==> src/design/bsmp_pkg.sv <==
// Shared constants, types and field layout for the bilinear remap sampler.
`default_nettype none

package bsmp_pkg;

    // Coordinate and fraction widths
    localparam int ROW_BITS  = 10;
    localparam int COL_BITS  = 11;
    localparam int FRAC_BITS = 8;

    // Pixel format
    localparam int PIX_W   = 8;
    localparam int NUM_CH  = 3;
    localparam int PIX_MAX = 255;

    // Input tdata layout, lowest bit first
    localparam int ROW_LSB    = 0;
    localparam int COL_LSB    = ROW_LSB + ROW_BITS;
    localparam int RFRAC_LSB  = COL_LSB + COL_BITS;
    localparam int CFRAC_LSB  = RFRAC_LSB + FRAC_BITS;
    localparam int PIX_LSB    = CFRAC_LSB + FRAC_BITS;
    localparam int IN_FIELD_W = PIX_LSB + NUM_CH * PIX_W;
    localparam int IN_DATA_W  = ((IN_FIELD_W + 7) / 8) * 8;

    // Output tdata layout
    localparam int OUT_FIELD_W = NUM_CH * PIX_W;
    localparam int OUT_DATA_W  = ((OUT_FIELD_W + 7) / 8) * 8;

    // Frame store: four banks split by row and column parity
    localparam int NUM_BANKS  = 4;
    localparam int BANK_AW    = ROW_BITS + COL_BITS - 2;
    localparam int BANK_DEPTH = 1 << BANK_AW;
    localparam int STORE_W    = NUM_CH * PIX_W;

    // Blend arithmetic
    localparam int WGT_W  = 2 * FRAC_BITS + 1;
    localparam int PROD_W = WGT_W + PIX_W;
    localparam int SUM_W  = PROD_W + 2;
    localparam logic [FRAC_BITS:0] FRAC_ONE  = (FRAC_BITS + 1)'(1) << FRAC_BITS;
    localparam logic [SUM_W-1:0]   ROUND_C   = SUM_W'(1) << (2 * FRAC_BITS - 1);

    typedef enum logic {
        MODE_WRITE  = 1'b0,
        MODE_SAMPLE = 1'b1
    } mode_t;

    typedef logic [PIX_W-1:0] pix_t;

    // Neighborhood order: 0 = p00, 1 = p01, 2 = p10, 3 = p11
    typedef logic [NUM_BANKS-1:0][WGT_W-1:0] wgt_vec_t;
    typedef logic [NUM_BANKS-1:0][PIX_W-1:0] pix_vec_t;
    typedef logic [NUM_CH-1:0][PIX_W-1:0]    ch_vec_t;

    // Per-stage sideband of a sample in flight
    typedef struct packed {
        logic vld;
        logic oor;
    } sample_tag_t;

endpackage

`default_nettype wire

==> src/design/bsmp_merge.sv <==
// Merge stage: gathers lane results, applies range and channel masking.
`default_nettype none

module bsmp_merge
    import bsmp_pkg::*;
(
    input  wire logic                  clk,
    input  wire logic                  rst_n,
    input  wire logic                  en,
    input  wire sample_tag_t           tag,
    input  wire logic                  single_channel,
    input  wire ch_vec_t               lane_pix,
    output logic                       out_valid,
    output logic [OUT_DATA_W-1:0]      out_data,
    output logic                       out_oor
);

    logic                   vld_reg;
    logic                   vld_next;
    logic [OUT_DATA_W-1:0]  data_reg;
    logic [OUT_DATA_W-1:0]  data_next;
    logic                   oor_reg;

    always_comb
    begin
        data_next = '0;
        for (int ch = 0; ch < NUM_CH; ch++)
        begin
            if (!tag.oor && (ch == 0 || !single_channel))
            begin
                data_next[ch*PIX_W +: PIX_W] = lane_pix[ch];
            end
        end
        vld_next = tag.vld;
    end

    always_ff @(posedge clk or negedge rst_n)
    begin
        if (!rst_n)
        begin
            vld_reg <= 1'b0;
        end
        else if (en)
        begin
            vld_reg <= vld_next;
        end
    end

    always_ff @(posedge clk)
    begin
        if (en)
        begin
            data_reg <= data_next;
            oor_reg  <= tag.oor;
        end
    end

    assign out_valid = vld_reg;
    assign out_data  = data_reg;
    assign out_oor   = oor_reg;

endmodule

`default_nettype wire

==> config.mk <==
export PLATFORM = sky130hd
export DESIGN_NAME = bsmp_merge
export DESIGN_NICKNAME = d
export VERILOG_FILES = /design/src/design/bsmp_pkg.sv /design/src/design/bsmp_merge.sv
export SDC_FILE = /design/constraint.sdc
export NUM_CORES = 1
export LEC_CHECK = 0
export ABC_CLOCK_PERIOD_IN_PS = 2350
export CAP_MARGIN = 20
export CORE_AREA = 2 2 59 61
export CTS_BUF_LIST = sky130_fd_sc_hd__clkbuf_16
export DETAILED_ROUTE_END_ITERATION = 10
export DIE_AREA = 0 0 61 63
export DONT_BUFFER_PORTS = 1
export PLACE_DENSITY = 0.47
export SLEW_MARGIN = 20
export SYNTH_ARGS = -nofsm -noshare
export SYNTH_HDL_FRONTEND = slang
export SYNTH_SLANG_ARGS = --single-unit
==> constraint.sdc <==
create_clock -name clk -period 2.35 [get_ports clk]
set_clock_uncertainty 0.15 [all_clocks]
set_input_delay 0.235 -clock clk [delete_from_list [all_inputs] [get_ports clk]]
set_output_delay 0.235 -clock clk [all_outputs]
set_load 0.01 [all_outputs]
==> results of run 1 <==
==> worst max-delay path by stage <==
stage / start / end / slack [ps] / cells after the start
floorplan: single_channel / out_data[13] / 1420 / 3
global placement: out_valid / out_valid / 1420 / 1
detailed placement: out_valid / out_valid / 1410 / 1
CTS: out_data[22] / out_data[22] / 1270 / 0
global route: out_data[10] / out_data[10] / 1250 / 0
finish: out_data[22] / out_data[22] / 1280 / 0
==> metrics by stage <==
stage | area, um^2 | cells | utilization [%]
finish | 1190 | 105 | 36.9
floorplan | 1060 | 55 | -
global placement | 1060 | 97 | 32.9
global route | 1190 | 105 | 36.9
detailed placement | 1060 | 97 | 32.9
CTS | 1190 | 105 | 36.9
==> placed cells by master (no fill, tap or decap) <==
| cell | synthesis | final |
|---|---|---|
| buf_12 | 1 | 1 |
| clkbuf_16 | 0 | 3 |
| nor3b_2 | 10 | 10 |
| dfrtp_1 | 1 | 1 |
| dlygate4sd3_1 | 0 | 3 |
| mux2_2 | 1 | 1 |
| nor3b_1 | 6 | 6 |
| clkinv_1 | 0 | 1 |
| edfxtp_1 | 25 | 25 |
| nor2b_1 | 8 | 8 |
==> metal layers <==
metal	global-route usage, %	share of wire, %	routed length (um)	up-vias
met3	3.73	10	159	2
met5	0	0	0	-
met4	4.08	0.51	8	0
li1	-	-	-	212
met1	10.1	38	588	227
met2	15.1	52	811	31
==> logic make-up (layout without fill, tap and decap cells) <==
group / Yosys count / after routing / synth area share [%]
simple gates: 24 / 24 / 20.8
mux: 1 / 1 / 1.06
flops: 26 / 26 / 73.1
buf+inv: 4 / 8 / 5.07
==> what timing repair did <==
action                                 in CTS  in global routing
hold buffers                                4                  0
gates resized for setup                     0                  0
setup buffers                               0                  0
endpoints found under the hold margin      28                  0
==> power by group <==
part / internal, mW / switching, mW / leakage, nW / total (mW)
sequential: 0.548 / 0.0301 / 0.252 / 0.578
clock: 0.227 / 0.136 / 0.0385 / 0.363
combinational: 0.0222 / 0.0129 / 0.0821 / 0.0350
==> sequential cells by signal, summed over array words and instances, names as in the netlist <==
register	count
out_data	24
out_valid	1
out_oor	1
==> layout make-up <==
cell class,instances,share of cell area [%]
well taps,46,4.82
clock buffers,3,6.29
multi-input cells,25,19.4
flip-flops and latches,26,65.0
repair buffers,4,4.19
clock inverters,1,0.314
==> flow_metrics.py, run 1 <==
metrics = {
    "run_status": {
        "status": "finished, final reports clean",
    },
    "cts": {
        "tritoncts": "yes",
        "cts_root_buffer": "clkbuf_16",
        "clock_path_buffers": 2,
        "clock_latency_ps": 250,
        "clock_sinks": 26,
        "clk_pin_slew_ps": 60,
        "cts_max_level": 1,
        "cts-buffers-inserted": 3,
    },
    "route": {
        "drt_wl_total_mm": 1.57,
        "ant_nets": 0,
        "drt-vias-per-instance": 4.50,
        "vias": 472,
        "drt_iter0_markers": 22,
        "wl_per_cell_um": 14.9,
        "drc": 0,
        "drt-pass1-iter-count": 3,
    },
    "sta": {
        "hold_viol_final": 0,
        "slew_violations": 0,
        "final-setup-viol-count": 0,
        "rsz0062_at_grt": "false",
        "fmax_ghz": 0.936,
        "relSlewSlack_pct": 87.8,
        "worst_pin_slew_ps": 182,
        "tns_ps": 0,
        "worst_slack_ps": 1280,
        "fin_hold_ws_ps": 14.9,
        "fin_crit_sh_pct": 45.5,
        "min_period_ps": 1070,
    },
    "yosys": {
        "synthFlopType": "edfxtp_1",
        "synthTopCellsByCount": "edfxtp_1, nor3b_2, nor2b_1, nor3b_1, buf_6",
        "yosysWarnings": 0,
        "synthCells": 55,
        "ys_types": 8,
        "syn-num-nets": 85,
        "avgSynthCellArea_um2": 19.3,
        "synth_top_area_share_pct": 70.8,
        "netlist_area_um2": 1060,
        "synth_top_area_cell": "edfxtp_1",
        "synth_area_leaders": "edfxtp_1, nor3b_2, nor2b_1",
        "synth_most_common_cell": "edfxtp_1",
        "ys_seq_elements": 26,
        "async_reset_ff_share_pct": 3.85,
        "synth_edf_count": 25,
        "ys_seq_area_share_pct": 73.1,
    },
    "placed_design": {
        "portBuffers": 0,
        "dp_slack_ps": 1410,
        "place_congestion": 0.606,
    },
    "hold_path": {
        "holdPathEnd": "out_data[21]",
        "min_from": "single_channel",
        "hold_path_class": "input pin to flip-flop",
        "min_path_cells": 1,
    },
    "layout": {
        "multi_input_area_um2": 231,
        "seq_area_um2": 776,
        "drive_above_1_share_pct": 25.4,
        "finalNetCount": 90,
        "n_antenna_cell": 0,
        "fillers": 317,
        "syn_to_final_growth_pct": 12.5,
    },
    "floorplanning": {
        "ios": 56,
        "start_util_pct": 32.8,
        "die_height_um": 63,
        "fp.dieW_um": 61,
        "fp.coreArea_um2": 3230,
        "fp-row-count": 21,
        "die_area_um2": 3840,
    },
    "setup_path": {
        "rrSetupSlack_ps": 1410,
        "arrival_ps": 680,
        "critPathLaunchType": "flip-flop",
        "setup.worst_path.end_class": "primary output",
        "rr_startpoint": "out_valid",
        "timing.rr.end": "out_valid",
        "worst-path-max-fanout": 1,
        "cp.required_ps": 1970,
        "rr_worst_depth": 1,
        "critPathKind": "flip-flop to primary output",
    },
    "global_routing": {
        "track_usage_pct": 9.16,
        "antenna_found_initial": 0,
        "grt_pass1_wl_mm": 2.53,
        "grt_overflow_total": 0,
        "grt_max_degree": 27,
        "grt_pass1_vias": 525,
    },
    "power_and_ir_drop": {
        "peakVddDrop_mv": 0.202,
        "power.total_mw": 0.976,
        "p_per_area_nw_per_um2": 818,
        "leakagePower_nw": 0.372,
    },
    "flow_run": {
        "drv_cap": 0,
    },
}
No activity file was read; power rests on OpenSTA's default activity.
==> run 2: changes to the inputs <==
--- a/config.mk
+++ b/config.mk
@@ -5,7 +5,7 @@
 export SDC_FILE = /design/constraint.sdc
 export NUM_CORES = 1
 export LEC_CHECK = 0
-export ABC_CLOCK_PERIOD_IN_PS = 2350
+export ABC_CLOCK_PERIOD_IN_PS = 1000
 export CAP_MARGIN = 20
 export CORE_AREA = 2 2 59 61
 export CTS_BUF_LIST = sky130_fd_sc_hd__clkbuf_16
==> constraint.sdc (replaced) <==
create_clock -name clk -period 1 [get_ports clk]
set_clock_uncertainty 0.15 [all_clocks]
set_input_delay 0.1 -clock clk [delete_from_list [all_inputs] [get_ports clk]]
set_output_delay 0.1 -clock clk [all_outputs]
set_load 0.01 [all_outputs]
==> run 2 against run 1 <==
Against the previous run: the flow now finishes with violations (hold timing, setup timing); combinational power grew to 3.5 times the previous value; final area is 17% higher; critical path depth is 1 higher; die area stayed put; register-to-register slack worse by 1300 ps; cell count is 19% higher; sequential cell count stayed put; hold slack worse by 220 ps; via count is 14% higher; routed wire length is 18% higher; non-clock buffer count is 20 higher; global-route usage is 1.5 points higher; largest cell class unchanged.
==> flow_metrics.py, run 2 (synthesis gave the netlist of run 1 again) <==
metrics = {
    "global_routing": {
        "grt_util_met1_pct": 11.6,
        "grt_overflow_total": 0,
        "use_met2_pct": 17.7,
        "antenna_found_initial": 0,
        "grt_pass1_wl_mm": 2.93,
        "grt.busiest_layer": "met2",
        "grt_max_degree": 27,
        "grt_util_met3_pct": 4.76,
        "track_usage_pct": 10.7,
        "grt_pass1_vias": 624,
    },
    "power_and_ir_drop": {
        "leakagePower_nw": 0.499,
        "peakVddDrop_mv": 0.501,
        "p_per_area_nw_per_um2": 1670,
    },
    "route": {
        "drt-vias-per-instance": 4.32,
        "drt_wl_total_mm": 1.86,
        "ant_nets": 0,
        "drt_iter0_markers": 23,
        "drt-pass1-iter-count": 3,
        "vias": 540,
        "drc": 0,
        "wl_per_cell_um": 14.8,
    },
    "placed_design": {
        "place_inst": 98,
        "portBuffers": 0,
        "dp_slack_ps": 119,
        "place_congestion": 0.607,
    },
    "cts": {
        "clock_path_buffers": 2,
        "clock_latency_ps": 250,
        "cts_root_buffer": "clkbuf_16",
        "cts_max_level": 1,
        "clk_pin_slew_ps": 60,
        "tritoncts": "yes",
        "hold_buffers": 23,
        "cts-buffers-inserted": 3,
        "clock_sinks": 26,
    },
    "setup_path": {
        "critPathSlowestCell": "dfrtp_1",
        "crit_family": "flip-flops",
        "max_stage_delay_ps": 380,
        "crit_buf_inv": 1,
        "setup.worst_path.end_class": "primary output",
        "arrival_ps": 760,
        "critPathLaunchType": "flip-flop",
        "crit_chain": "buf_6",
        "cp.required_ps": 750,
        "rr_worst_depth": 1,
        "critPathKind": "flip-flop to primary output",
        "worst-path-stages": 1,
        "worst-path-max-fanout": 2,
    },
    "sta": {
        "slew_violations": 0,
        "fin_hold_ws_ps": -204,
        "hold_viol_final": 32,
        "fmax_ghz": 0.995,
        "final-setup-viol-count": 1,
        "fin_crit_sh_pct": 101,
        "worst_slack_ps": -5.42,
        "relSlewSlack_pct": 84.5,
        "min_period_ps": 1010,
        "tns_ps": -5.42,
        "worst_pin_slew_ps": 232,
        "rsz0062_at_grt": "true",
    },
    "floorplanning": {
        "die_height_um": 63,
        "die_area_um2": 3840,
        "fp.dieW_um": 61,
        "fp-row-count": 21,
        "ios": 56,
        "fp.coreArea_um2": 3230,
        "start_util_pct": 32.8,
    },
    "layout": {
        "final_cell_mix": "edfxtp_1, dlygate4sd3_1, nor3b_2",
        "finalNetCount": 110,
        "final_common_cell": "edfxtp_1",
        "finalNonFillerCells": 125,
        "multi_input_area_um2": 241,
        "n_antenna_cell": 0,
        "syn_to_final_growth_pct": 31.7,
        "largest_reg_flops": 24,
        "final_util_pct": 43.2,
        "seq_area_um2": 776,
        "drive_above_1_share_pct": 21.5,
        "fillers": 309,
    },
    "run_status": {
        "violations": "hold timing, setup timing",
        "status": "complete, but fails checks",
    },
    "hold_path": {
        "hold_path_class": "input pin to flip-flop",
        "min_path_cells": 0,
    },
    "flow_run": {
        "drv_cap": 0,
    },
}
run 2: cell count changes in the layout (fill, tap and decap cells not counted), sizes merged:
cell	change
dlygate4sd3	+19
dlymetal6s4s	+1
run 2: report_power, final:
group | switching (mW) | leakage [nW] | total (mW) | internal [mW]
Sequential | 0.0687 | 0.252 | 1.36 | 1.29
Combinational | 0.0256 | 0.209 | 0.122 | 0.0967
Clock | 0.324 | 0.0385 | 0.857 | 0.534
Total | 0.418 | 0.499 | 2.34 | 1.92
run 2: stage by stage:
step	power, mW	area, um^2
floorplan	1.46	1060
global placement	1.44	1070
detailed placement	1.44	1070
CTS	2.37	1390
global route	2.44	1400
finish	2.34	1400
run 2: final timing paths:
path | endpoint | slack [ps] | start
setup / recovery | out_valid | -5 | out_valid
hold / removal | out_oor | -200 | tag[0]
setup reg to reg | out_valid | 100 | out_valid
hold reg to reg | out_valid | 380 | out_valid
max in group asynchronous | out_valid | 150 | rst_n
min in group asynchronous | out_valid | 450 | rst_n
run 2: final cells by class:
| class | instances | area share (%) |
|---|---|---|
| clock inverters | 1 | 0.269 |
| well taps | 46 | 4.12 |
| clock buffers | 3 | 5.37 |
| flip-flops and latches | 26 | 55.5 |
| multi-input cells | 25 | 17.3 |
| repair buffers | 24 | 17.5 |
run 2: timing repair:
item | CTS | global route
endpoints found under the setup margin | 1 | 6
gates resized for setup | 1 | 3
endpoints found under the hold margin | 52 | 32
cloned | 0 | 0
setup buffers | 0 | 0
pin swaps | 0 | 0
run 2: layer usage:
metal | vias to the layer above | routed length (um)
met2 | 31 | 1040
met5 | - | 0
met1 | 257 | 657
met4 | 0 | 8
met3 | 2 | 152
li1 | 250 | -
