==> src/design/bsmp_pkg.sv <==
// Shared constants, types and field layout for the bilinear remap sampler.
`default_nettype none

package bsmp_pkg;

    // Coordinate and fraction widths
    localparam int ROW_BITS  = 10;
    localparam int COL_BITS  = 11;
    localparam int FRAC_BITS = 8;

    // Pixel format
    localparam int PIX_W   = 8;
    localparam int NUM_CH  = 3;
    localparam int PIX_MAX = 255;

    // Input tdata layout, lowest bit first
    localparam int ROW_LSB    = 0;
    localparam int COL_LSB    = ROW_LSB + ROW_BITS;
    localparam int RFRAC_LSB  = COL_LSB + COL_BITS;
    localparam int CFRAC_LSB  = RFRAC_LSB + FRAC_BITS;
    localparam int PIX_LSB    = CFRAC_LSB + FRAC_BITS;
    localparam int IN_FIELD_W = PIX_LSB + NUM_CH * PIX_W;
    localparam int IN_DATA_W  = ((IN_FIELD_W + 7) / 8) * 8;

    // Output tdata layout
    localparam int OUT_FIELD_W = NUM_CH * PIX_W;
    localparam int OUT_DATA_W  = ((OUT_FIELD_W + 7) / 8) * 8;

    // Frame store: four banks split by row and column parity
    localparam int NUM_BANKS  = 4;
    localparam int BANK_AW    = ROW_BITS + COL_BITS - 2;
    localparam int BANK_DEPTH = 1 << BANK_AW;
    localparam int STORE_W    = NUM_CH * PIX_W;

    // Blend arithmetic
    localparam int WGT_W  = 2 * FRAC_BITS + 1;
    localparam int PROD_W = WGT_W + PIX_W;
    localparam int SUM_W  = PROD_W + 2;
    localparam logic [FRAC_BITS:0] FRAC_ONE  = (FRAC_BITS + 1)'(1) << FRAC_BITS;
    localparam logic [SUM_W-1:0]   ROUND_C   = SUM_W'(1) << (2 * FRAC_BITS - 1);

    typedef enum logic {
        MODE_WRITE  = 1'b0,
        MODE_SAMPLE = 1'b1
    } mode_t;

    typedef logic [PIX_W-1:0] pix_t;

    // Neighborhood order: 0 = p00, 1 = p01, 2 = p10, 3 = p11
    typedef logic [NUM_BANKS-1:0][WGT_W-1:0] wgt_vec_t;
    typedef logic [NUM_BANKS-1:0][PIX_W-1:0] pix_vec_t;
    typedef logic [NUM_CH-1:0][PIX_W-1:0]    ch_vec_t;

    // Per-stage sideband of a sample in flight
    typedef struct packed {
        logic vld;
        logic oor;
    } sample_tag_t;

endpackage

`default_nettype wire

==> src/design/bsmp_lane.sv <==
// One channel lane: four weighted products, then sum, round and clamp.
`default_nettype none

module bsmp_lane
    import bsmp_pkg::*;
(
    input  wire logic     clk,
    input  wire logic     en,
    input  wire wgt_vec_t wgt,
    input  wire pix_vec_t pix,
    output pix_t          result
);

    logic [NUM_BANKS-1:0][PROD_W-1:0] prod_reg;
    logic [NUM_BANKS-1:0][PROD_W-1:0] prod_next;
    logic [SUM_W-1:0]                 sum;
    logic [SUM_W-1:0]                 quot;
    pix_t                             result_reg;
    pix_t                             result_next;

    always_comb
    begin
        for (int k = 0; k < NUM_BANKS; k++)
        begin
            prod_next[k] = PROD_W'(wgt[k]) * PROD_W'(pix[k]);
        end
    end

    // Round half up, then clamp to the pixel range
    always_comb
    begin
        sum = SUM_W'(prod_reg[0]) + SUM_W'(prod_reg[1])
            + SUM_W'(prod_reg[2]) + SUM_W'(prod_reg[3]) + ROUND_C;
        quot = sum >> (2 * FRAC_BITS);
        if (quot > SUM_W'(PIX_MAX))
        begin
            result_next = PIX_W'(PIX_MAX);
        end
        else
        begin
            result_next = quot[PIX_W-1:0];
        end
    end

    always_ff @(posedge clk)
    begin
        if (en)
        begin
            prod_reg   <= prod_next;
            result_reg <= result_next;
        end
    end

    assign result = result_reg;

endmodule

`default_nettype wire

==> config.mk <==
export PLATFORM = sky130hd
export DESIGN_NAME = bsmp_lane
export DESIGN_NICKNAME = d
export VERILOG_FILES = /design/src/design/bsmp_pkg.sv /design/src/design/bsmp_lane.sv
export SDC_FILE = /design/constraint.sdc
export NUM_CORES = 1
export LEC_CHECK = 0
export BUFFER_PORTS_ARGS = -buffer_cell sky130_fd_sc_hd__clkbuf_2
export CELL_PAD_IN_SITES_DETAIL_PLACEMENT = 1
export CELL_PAD_IN_SITES_GLOBAL_PLACEMENT = 1
export CORE_MARGIN = 10
export CORE_UTILIZATION = 55
export CTS_CLUSTER_DIAMETER = 150
export DETAILED_ROUTE_END_ITERATION = 12
export PLACE_DENSITY_LB_ADDON = 0.1
export SLEW_MARGIN = 20
export SYNTH_ARGS = -nofsm -noshare
export SYNTH_HDL_FRONTEND = slang
export SYNTH_SLANG_ARGS = --single-unit
==> constraint.sdc <==
create_clock -name clk -period 11 [get_ports clk]
set_input_delay 2.2 -clock clk [delete_from_list [all_inputs] [get_ports clk]]
set_output_delay 2.2 -clock clk [all_outputs]
set_load 0.02 [all_outputs]
==> results.md, run 1 <==
* Layout Nets at between 3,000 and 4,000
* Initial core utilization at 0.5560
* CP required at approximately 11,000 ps
* Hold Crit Depth at 5
* GR Overflow Total at 0
* Wire length per cell at roughly 20 um
* Die area at 48,590 sq um
* Routed Antenna Nets at 0
* First-pass GRT wire length at between 90,000 and 100,000 um
* RSZ-0062 raised after global routing: false
* Reg2reg path depth at 14
* Total CTS buffers at 9
* Synthesized net count at approximately 3,000
* Comb pwr share at 0.824
* Static leakage at 11.77 nW
* Min-delay src: prod_reg[95]
* Final std cells w/o fill at 2,883
* Max-slew violations at 0
* DP HPWL at between 40,000 and 50,000 um
* Routed vias at ~16,000
* Setup Fix Bufs, Post-CTS at 0
* Synth Cell Area at 22,090 sq um
* Most used cell, CP: fa_1
* # hold bufs at CTS at 0
* Main flop type after synthesis: edfxtp_1
* Max reg flops at 100
* Vias/cell at 5.466
* Max rail drop VDD at 0.3201 mV
* Std cell rows at 73
* CP endpoint kind: flip-flop
* Crit Path Category: in2reg
* Top Ports at 110
* Max Cap Viol at 0
* Status: complete, no violations
* Fill count at 4,539
* Seq pwr share at 0.131
* EDFF count, synth at 108
* Clock Skews at 14.25 ps
* Internal power at 3.517 mW
* Core Box Area at between 30,000 and 40,000 sq um
* RePlAce Congestion at 0.8741
* Detailed Routing Iterations Pass 1 at 5
* Clock transition at the registers of the reported paths at about 70 ps
* Root buffer cell: clkbuf_16
* Peak Freq at 0.1504 GHz
* Switching Share at 0.5137
* CP Cell Sequence: clkbuf_2 > and2_1 > fa_1 > fa_1 > fa_1 > inv_1 > fa_1 > inv_1 > ha_1 > a211o_1 > o211ai_1 > a211oi_1 > nor3_1 > o311ai_0 > a21oi_1 > xnor2_1
* Total clock sinks at 108
* Final setup vio count at 0
* Placed Cells at 2,868
* Synth-to-layout area growth at 6.168%
* Yosys reg bits at 108
* Largest net degree at the start of global routing at 57
* TritonCTS clock tree: done
* WL final at 56,600 um
* Yosys warning count at 0
* CP max FO at 17
* Slew Limit Headroom at 0.5032
* Crit path DAT at between 6000 and 7000 ps
* Diode count at 0
* Pwr per Cell Area at about 310 nW/um^2
* RR Endpoint: result[0]
* Transition time of the tightest slew-check pin at 745.3 ps
* Fin Setup TNS at 0 ps
* # DRC at 0
* Avg Cell Area, Syn at around 10 sq um
* Psw at 3.715 mW
* Antenna violations before repair at 1
* Die Y at 220.4 um
* Final hold vios at 0
* Critical path launch point type: input port
* Share of cells above drive strength 1 at 0.05810
* Slowest stage cell, crit path: fa_1
* CP peak stage delay at 560 ps
* Post-synth cell types at 61
* Reg2Reg Setup Slack at 5770 ps
* Seq/Total Area, Yosys at 0.1468
* R2R Path Start: prod_reg[14]
* Multi-input gate area at around 17,000 sq um
* Clock Path Buffers at 2
* Share of total power in the clock network at 0.045
* Mapped Cells at 2,268
* Initial detailed-routing violation count at 706
* Total GRT Usage at 0.2438
* # H-tree levels at 3
* Part of the cycle the worst path needs at 0.6046
* Min Tclk post-route at 6651 ps
* Worst hold path type: reg2reg
* Port bufs at 109
* Chip width at 220.4 um
* Storage element area at 3243 sq um
* FFs w/ async S/R, synth at 0
* Number of global-route vias before repair at 18,540
* WHS Endpoint: result[5]
* Post-cts resize count at 0
* Worst-Skew Late Latency at 360 ps
[cell type report]
class                   instances  share of cell area
clock buffers                   9            0.009602
clock inverters                 6            0.002401
inverters                     478             0.07650
multi-input cells            1647              0.7215
flip-flops and latches        108              0.1383
well taps                     525             0.02801
repair buffers                110             0.02369
[power groups by stage]
stage | registers (mW) | clock network [mW] | logic, mW
2_1_floorplan | 0.911 | 0 | 4.23
3_3_place_gp | 0.950 | 0 | 5.48
3_5_place_dp | 0.952 | 0 | 5.85
4_1_cts | 0.950 | 0.330 | 5.99
5_1_grt | 0.965 | 0.348 | 6.77
6_report | 0.949 | 0.325 | 5.96
[worst max-delay path: cells and delay by family]
| family | cells | cell delay (ps) |
|---|---|---|
| compound gates | 5 | 1120 |
| buf+inv | 3 | 350 |
| xor+xnor | 1 | 80 |
| fa+ha+maj | 5 | 2290 |
| simple gates | 2 | 680 |
[synthesized netlist by cell type (3+ instances only)]
cell | n | area share
xnor2_1 | 64 | 0.025
nor2b_1 | 10 | 0.0028
a21o_1 | 23 | 0.0078
and3_1 | 12 | 0.0034
or2_2 | 4 | 0.0011
nand2b_1 | 12 | 0.0034
o21bai_1 | 13 | 0.0044
nor3_1 | 15 | 0.0034
nand3_1 | 19 | 0.0043
inv_1 | 478 | 0.081
a21oi_1 | 63 | 0.014
o211ai_1 | 6 | 0.0020
or3_1 | 8 | 0.0023
edfxtp_1 | 108 | 0.15
nand4_1 | 3 | 0.00085
ha_1 | 227 | 0.13
nand2_1 | 244 | 0.041
and2_1 | 345 | 0.098
o21ai_0 | 36 | 0.0082
xor2_1 | 18 | 0.0071
clkbuf_1 | 35 | 0.0059
nor2_1 | 35 | 0.0059
a21boi_0 | 7 | 0.0024
a211oi_1 | 6 | 0.0020
a31oi_1 | 8 | 0.0023
o21a_1 | 12 | 0.0041
fa_1 | 409 | 0.37
o21ai_1 | 3 | 0.00068
a211o_1 | 3 | 0.0012
o31ai_1 | 4 | 0.0014
[kinds of logic after synthesis]
logic type,synth area share
AOI/OAI and AO/OA,0.06530
xor gates and xnor gates,0.03251
adders and majority gates,0.4992
buffers and inverters,0.08716
DFF,0.1468
muxes,0.0004531
and+or+nand+nor,0.1686
[through the flow]
step	setup slack, ps	hold WS (ps)	instance area (sq um)	utilization	power [mW]
after floorplan	4473	908.6	22090	-	5.144
after global placement	4129	1077	23170	0.5832	6.428
after detailed placement	3975	1091	23170	0.5832	6.800
after CTS	4344	1122	23460	0.5903	7.272
after global routing	4052	1194	23460	0.5903	8.078
final	4349	1103	23460	0.5903	7.232
[per-layer routing]
layer	share of wire	up-vias	global-route usage
met1	0.40	8322	0.2950
met4	0.013	0	0.03447
met3	0.032	60	0.03154
met5	0	-	0
li1	-	7194	-
met2	0.55	182	0.4616
[cells in the final DEF (no fill, tap or decap), types with 3 or more instances in the layout]
cell	n
and3_1	12
a211o_1	3
a21oi_1	63
o21ai_1	3
o211ai_1	6
xor2_1	18
or2_2	4
and2_1	345
or3_1	8
fa_1	409
nand2b_1	12
edfxtp_1	108
a21boi_0	7
inv_1	478
nor2_1	35
o21bai_1	13
nand4_1	3
a21o_1	23
a211oi_1	6
clkbuf_16	9
clkinv_1	3
ha_1	227
nand2_1	244
nor2b_1	10
a31oi_1	8
clkbuf_2	108
o31ai_1	4
o21ai_0	36
o21a_1	12
xnor2_1	64
nand3_1	19
nor3_1	15
[worst max-delay path by stage]
stage | slack, ps | startpoint | depth (start not counted) | end
final | 4350 | pix[5] | 16 | prod_reg[24]
after global routing | 4050 | pix[18] | 17 | prod_reg[72]
after CTS | 4340 | pix[18] | 17 | prod_reg[74]
after detailed placement | 3980 | pix[18] | 17 | prod_reg[74]
after global placement | 4130 | pix[10] | 17 | prod_reg[49]
after floorplan | 4470 | pix[26] | 17 | prod_reg[99]
(Power assumes the default switching activity.)
==> inputs of run 2 (changes only) <==
- CORE_UTILIZATION: 55 -> 51
- clock period: 11 -> 6.3 ns (I/O delays scaled with it)
==> run 2 against run 1 <==
  * Utilization shrank 4.2 points
  * Sequential cell count is the same
  * Via count shrank 0.99%
  * Setup slack lost 3800 ps
  * Largest cell class unchanged
  * Critical path depth grew 1
  * Highest routed layer unchanged
  * First-iteration DRC count shrank 9.1%
  * Critical endpoint is now prod_reg[74]
==> results.md, run 2 (synthesis results as in run 1) <==
* Reg2reg path depth at 15 (+1)
* Max rail drop VDD at 0.5165 mV (+61%)
* Internal power at 6.117 mW (+74%)
* Chip width at 228.1 um (+3.5%)
* Psw at 6.263 mW (+69%)
* Top Family by Delay on Critical Path: adder cells
* Post-cts resize count at 0 (unchanged)
* Std cell rows at 76 (+4.1%)
* Core Box Area at 42,980 sq um (+8.2%)
* Share of cells above drive strength 1 at 0.06009 (+0.001993)
* Peak Freq at 0.1730 GHz
* Pwr per Cell Area at 525.2 nW/um^2 (+70%)
* CP endpoint kind: flip-flop
* Port bufs at 109 (unchanged)
* RePlAce Congestion at 0.8404 (-3.9%)
* Slowest stage cell, crit path: fa_1
* Max reg flops at 100 (unchanged)
* Setup Fix Bufs, Post-CTS at 0 (unchanged)
* Fin worst setup slack at 519.1 ps (-3830 ps)
* Top Ports at 110 (unchanged)
* Root buffer cell: clkbuf_16
* CP required at 6400 ps (-4700 ps)
* Vias/cell at 5.291 (-3.2%)
* Die area at 52,040 sq um (+7.1%)
* Routed vias at 15,600 (-0.99%)
* Fin Setup TNS at 0 ps (unchanged)
* CP Cell Sequence: clkbuf_2 > and2_1 > fa_1 > inv_1 > fa_1 > inv_1 > fa_1 > fa_1 > ha_1 > a21o_1 > or3_1 > nand3_1 > a21oi_1 > a311oi_2 > o2111ai_1 > a21oi_1 > xnor2_1
* # hold bufs at CTS at 0 (unchanged)
* Initial core utilization at 0.5140 (-0.04204)
* CP peak stage delay at 540 ps (-20 ps)
* Largest net degree at the start of global routing at 57 (unchanged)
* Layout Nets at 3,096 (+0.13%)
* Worst hold path type: reg2reg
* Crit path DAT at 5880 ps (-870 ps)
* Total GRT Usage at 0.2182 (-0.02564)
* Buffers and inverters on the worst path at 3 (unchanged)
* Hold Crit Depth at 5 (unchanged)
* Static leakage at 11.80 nW (+0.24%)
* Part of the cycle the worst path needs at 0.9176
* Detailed Routing Iterations Pass 1 at 5 (unchanged)
* DP HPWL at 46,290 um (-2.0%)
* Clock transition at the registers of the reported paths at 70 ps (about the same)
* RSZ-0062 raised after global routing: false
* WP depth at 17 (+1)
* Status: complete, no violations
* # DRC at 0 (unchanged)
* Slew Limit Headroom at 0.5095 (+0.006291)
* Max Cap Viol at 0 (unchanged)
* Switching Share at 0.5059 (-0.007810)
* TritonCTS clock tree: done
* Routed Antenna Nets at 0 (unchanged)
* Max-slew violations at 0 (unchanged)
* Critical path launch point type: input port
* Synth-to-layout area growth at 6.700%
* Total CTS buffers at 9 (unchanged)
* Commonest non-fill, non-tap cell in the layout: inv_1
* GR Overflow Total at 0 (unchanged)
* Seq pwr share at 0.133 (+0.002)
* Most used cell, CP: fa_1
* Share of total power in the clock network at 0.046 (about the same)
* # H-tree levels at 3 (unchanged)
* CP max FO at 17 (unchanged)
* Crit Path Category: in2reg
* Antenna violations before repair at 0 (-1)
* Die Y at 228.1 um (+3.5%)
* Transition time of the tightest slew-check pin at 735.8 ps (-9.436 ps)
* Initial detailed-routing violation count at 642 (-9.1%)
* Total clock sinks at 108 (unchanged)
* Final hold vios at 0 (unchanged)
* Place WS at 197.2 ps (-3778 ps)
* Number of global-route vias before repair at 18,230 (-1.7%)
* Comb pwr share at 0.820 (-0.004)
* Wire length per cell at 18.56 um (-5.4%)
* WL final at 54,750 um (-3.3%)
* Most frequent cells in the layout: 478 x inv_1, 409 x fa_1, 345 x and2_1
* Clock Skews at 8.032 ps (-6.214 ps)
* Final setup vio count at 0 (unchanged)
* Min Tclk post-route at 5781 ps
* Worst-Skew Late Latency at 360 ps (about the same)
* Clock Path Buffers at 2 (unchanged)
* First-pass GRT wire length at 92,870 um (-1.6%)
-- run 2: cell count changes in the layout (fill, tap and decap cells not counted) --
cell,previous run,this run
clkinvlp_4,2,1
clkinv_1,3,2
inv_6,0,2
buf_4,2,6
clkbuf_1,0,1
diode_2,0,1
-- run 2: path summary, 6_finish.rpt --
kind	from	slack [ps]	end
setup / recovery	pix[18]	520	prod_reg[74]
hold / removal	prod_reg[95]	1140	result[5]
setup reg to reg	prod_reg[14]	1260	result[0]
hold reg to reg	prod_reg[95]	1140	result[5]
-- run 2: power groups by stage --
| stage | logic (mW) | registers [mW] | clock network (mW) |
|---|---|---|---|
| finish | 10.2 | 1.65 | 0.573 |
| global route | 11.7 | 1.69 | 0.611 |
| CTS | 10.3 | 1.66 | 0.582 |
| detailed placement | 10.1 | 1.66 | 0 |
| floorplan | 7.39 | 1.59 | 0 |
| global placement | 9.69 | 1.66 | 0 |
-- run 2: tightest hold or removal path: cells and delay by family (launching register included) --
kind                     cells  cell delay (ps)
adder cells (fa/ha/maj)      3              500
flip-flops                   1              360
XOR/XNOR                     1               90
AND/OR/NAND/NOR              1               90
-- run 2: through the flow --
stage                     utilization  total power [mW]  cell area [sq um]  hold WS [ps]  std cells
after floorplan                     -             8.981              22090         908.6       2268
after global placement         0.5416             11.36              23280          1102       2932
after detailed placement       0.5416             11.77              23280          1154       2932
after CTS                      0.5484             12.51              23570          1165       2948
after global routing           0.5484             13.95              23570          1227       2948
final                          0.5484             12.38              23570          1140       2949
-- run 2: routing by layer --
metal	global-route usage	part of all wire	up-vias	wire [um]
met5	0	0	-	0
li1	-	-	7204	-
met1	0.2721	0.42	8157	23260
met4	0.04124	0.017	0	918
met3	0.02259	0.026	64	1416
met2	0.4027	0.53	177	29150
-- run 2: final cells by class --
cell class | count | area (sq um)
antenna | 1 | 2.502
clock buffer | 10 | 229.0
multi-input combinational | 1647 | 16920
timing repair buffer | 114 | 585.6
tap | 585 | 732.0
clock inverter | 6 | 62.56
inverter | 478 | 1794
sequential | 108 | 3243
fill | 4950 | 19410
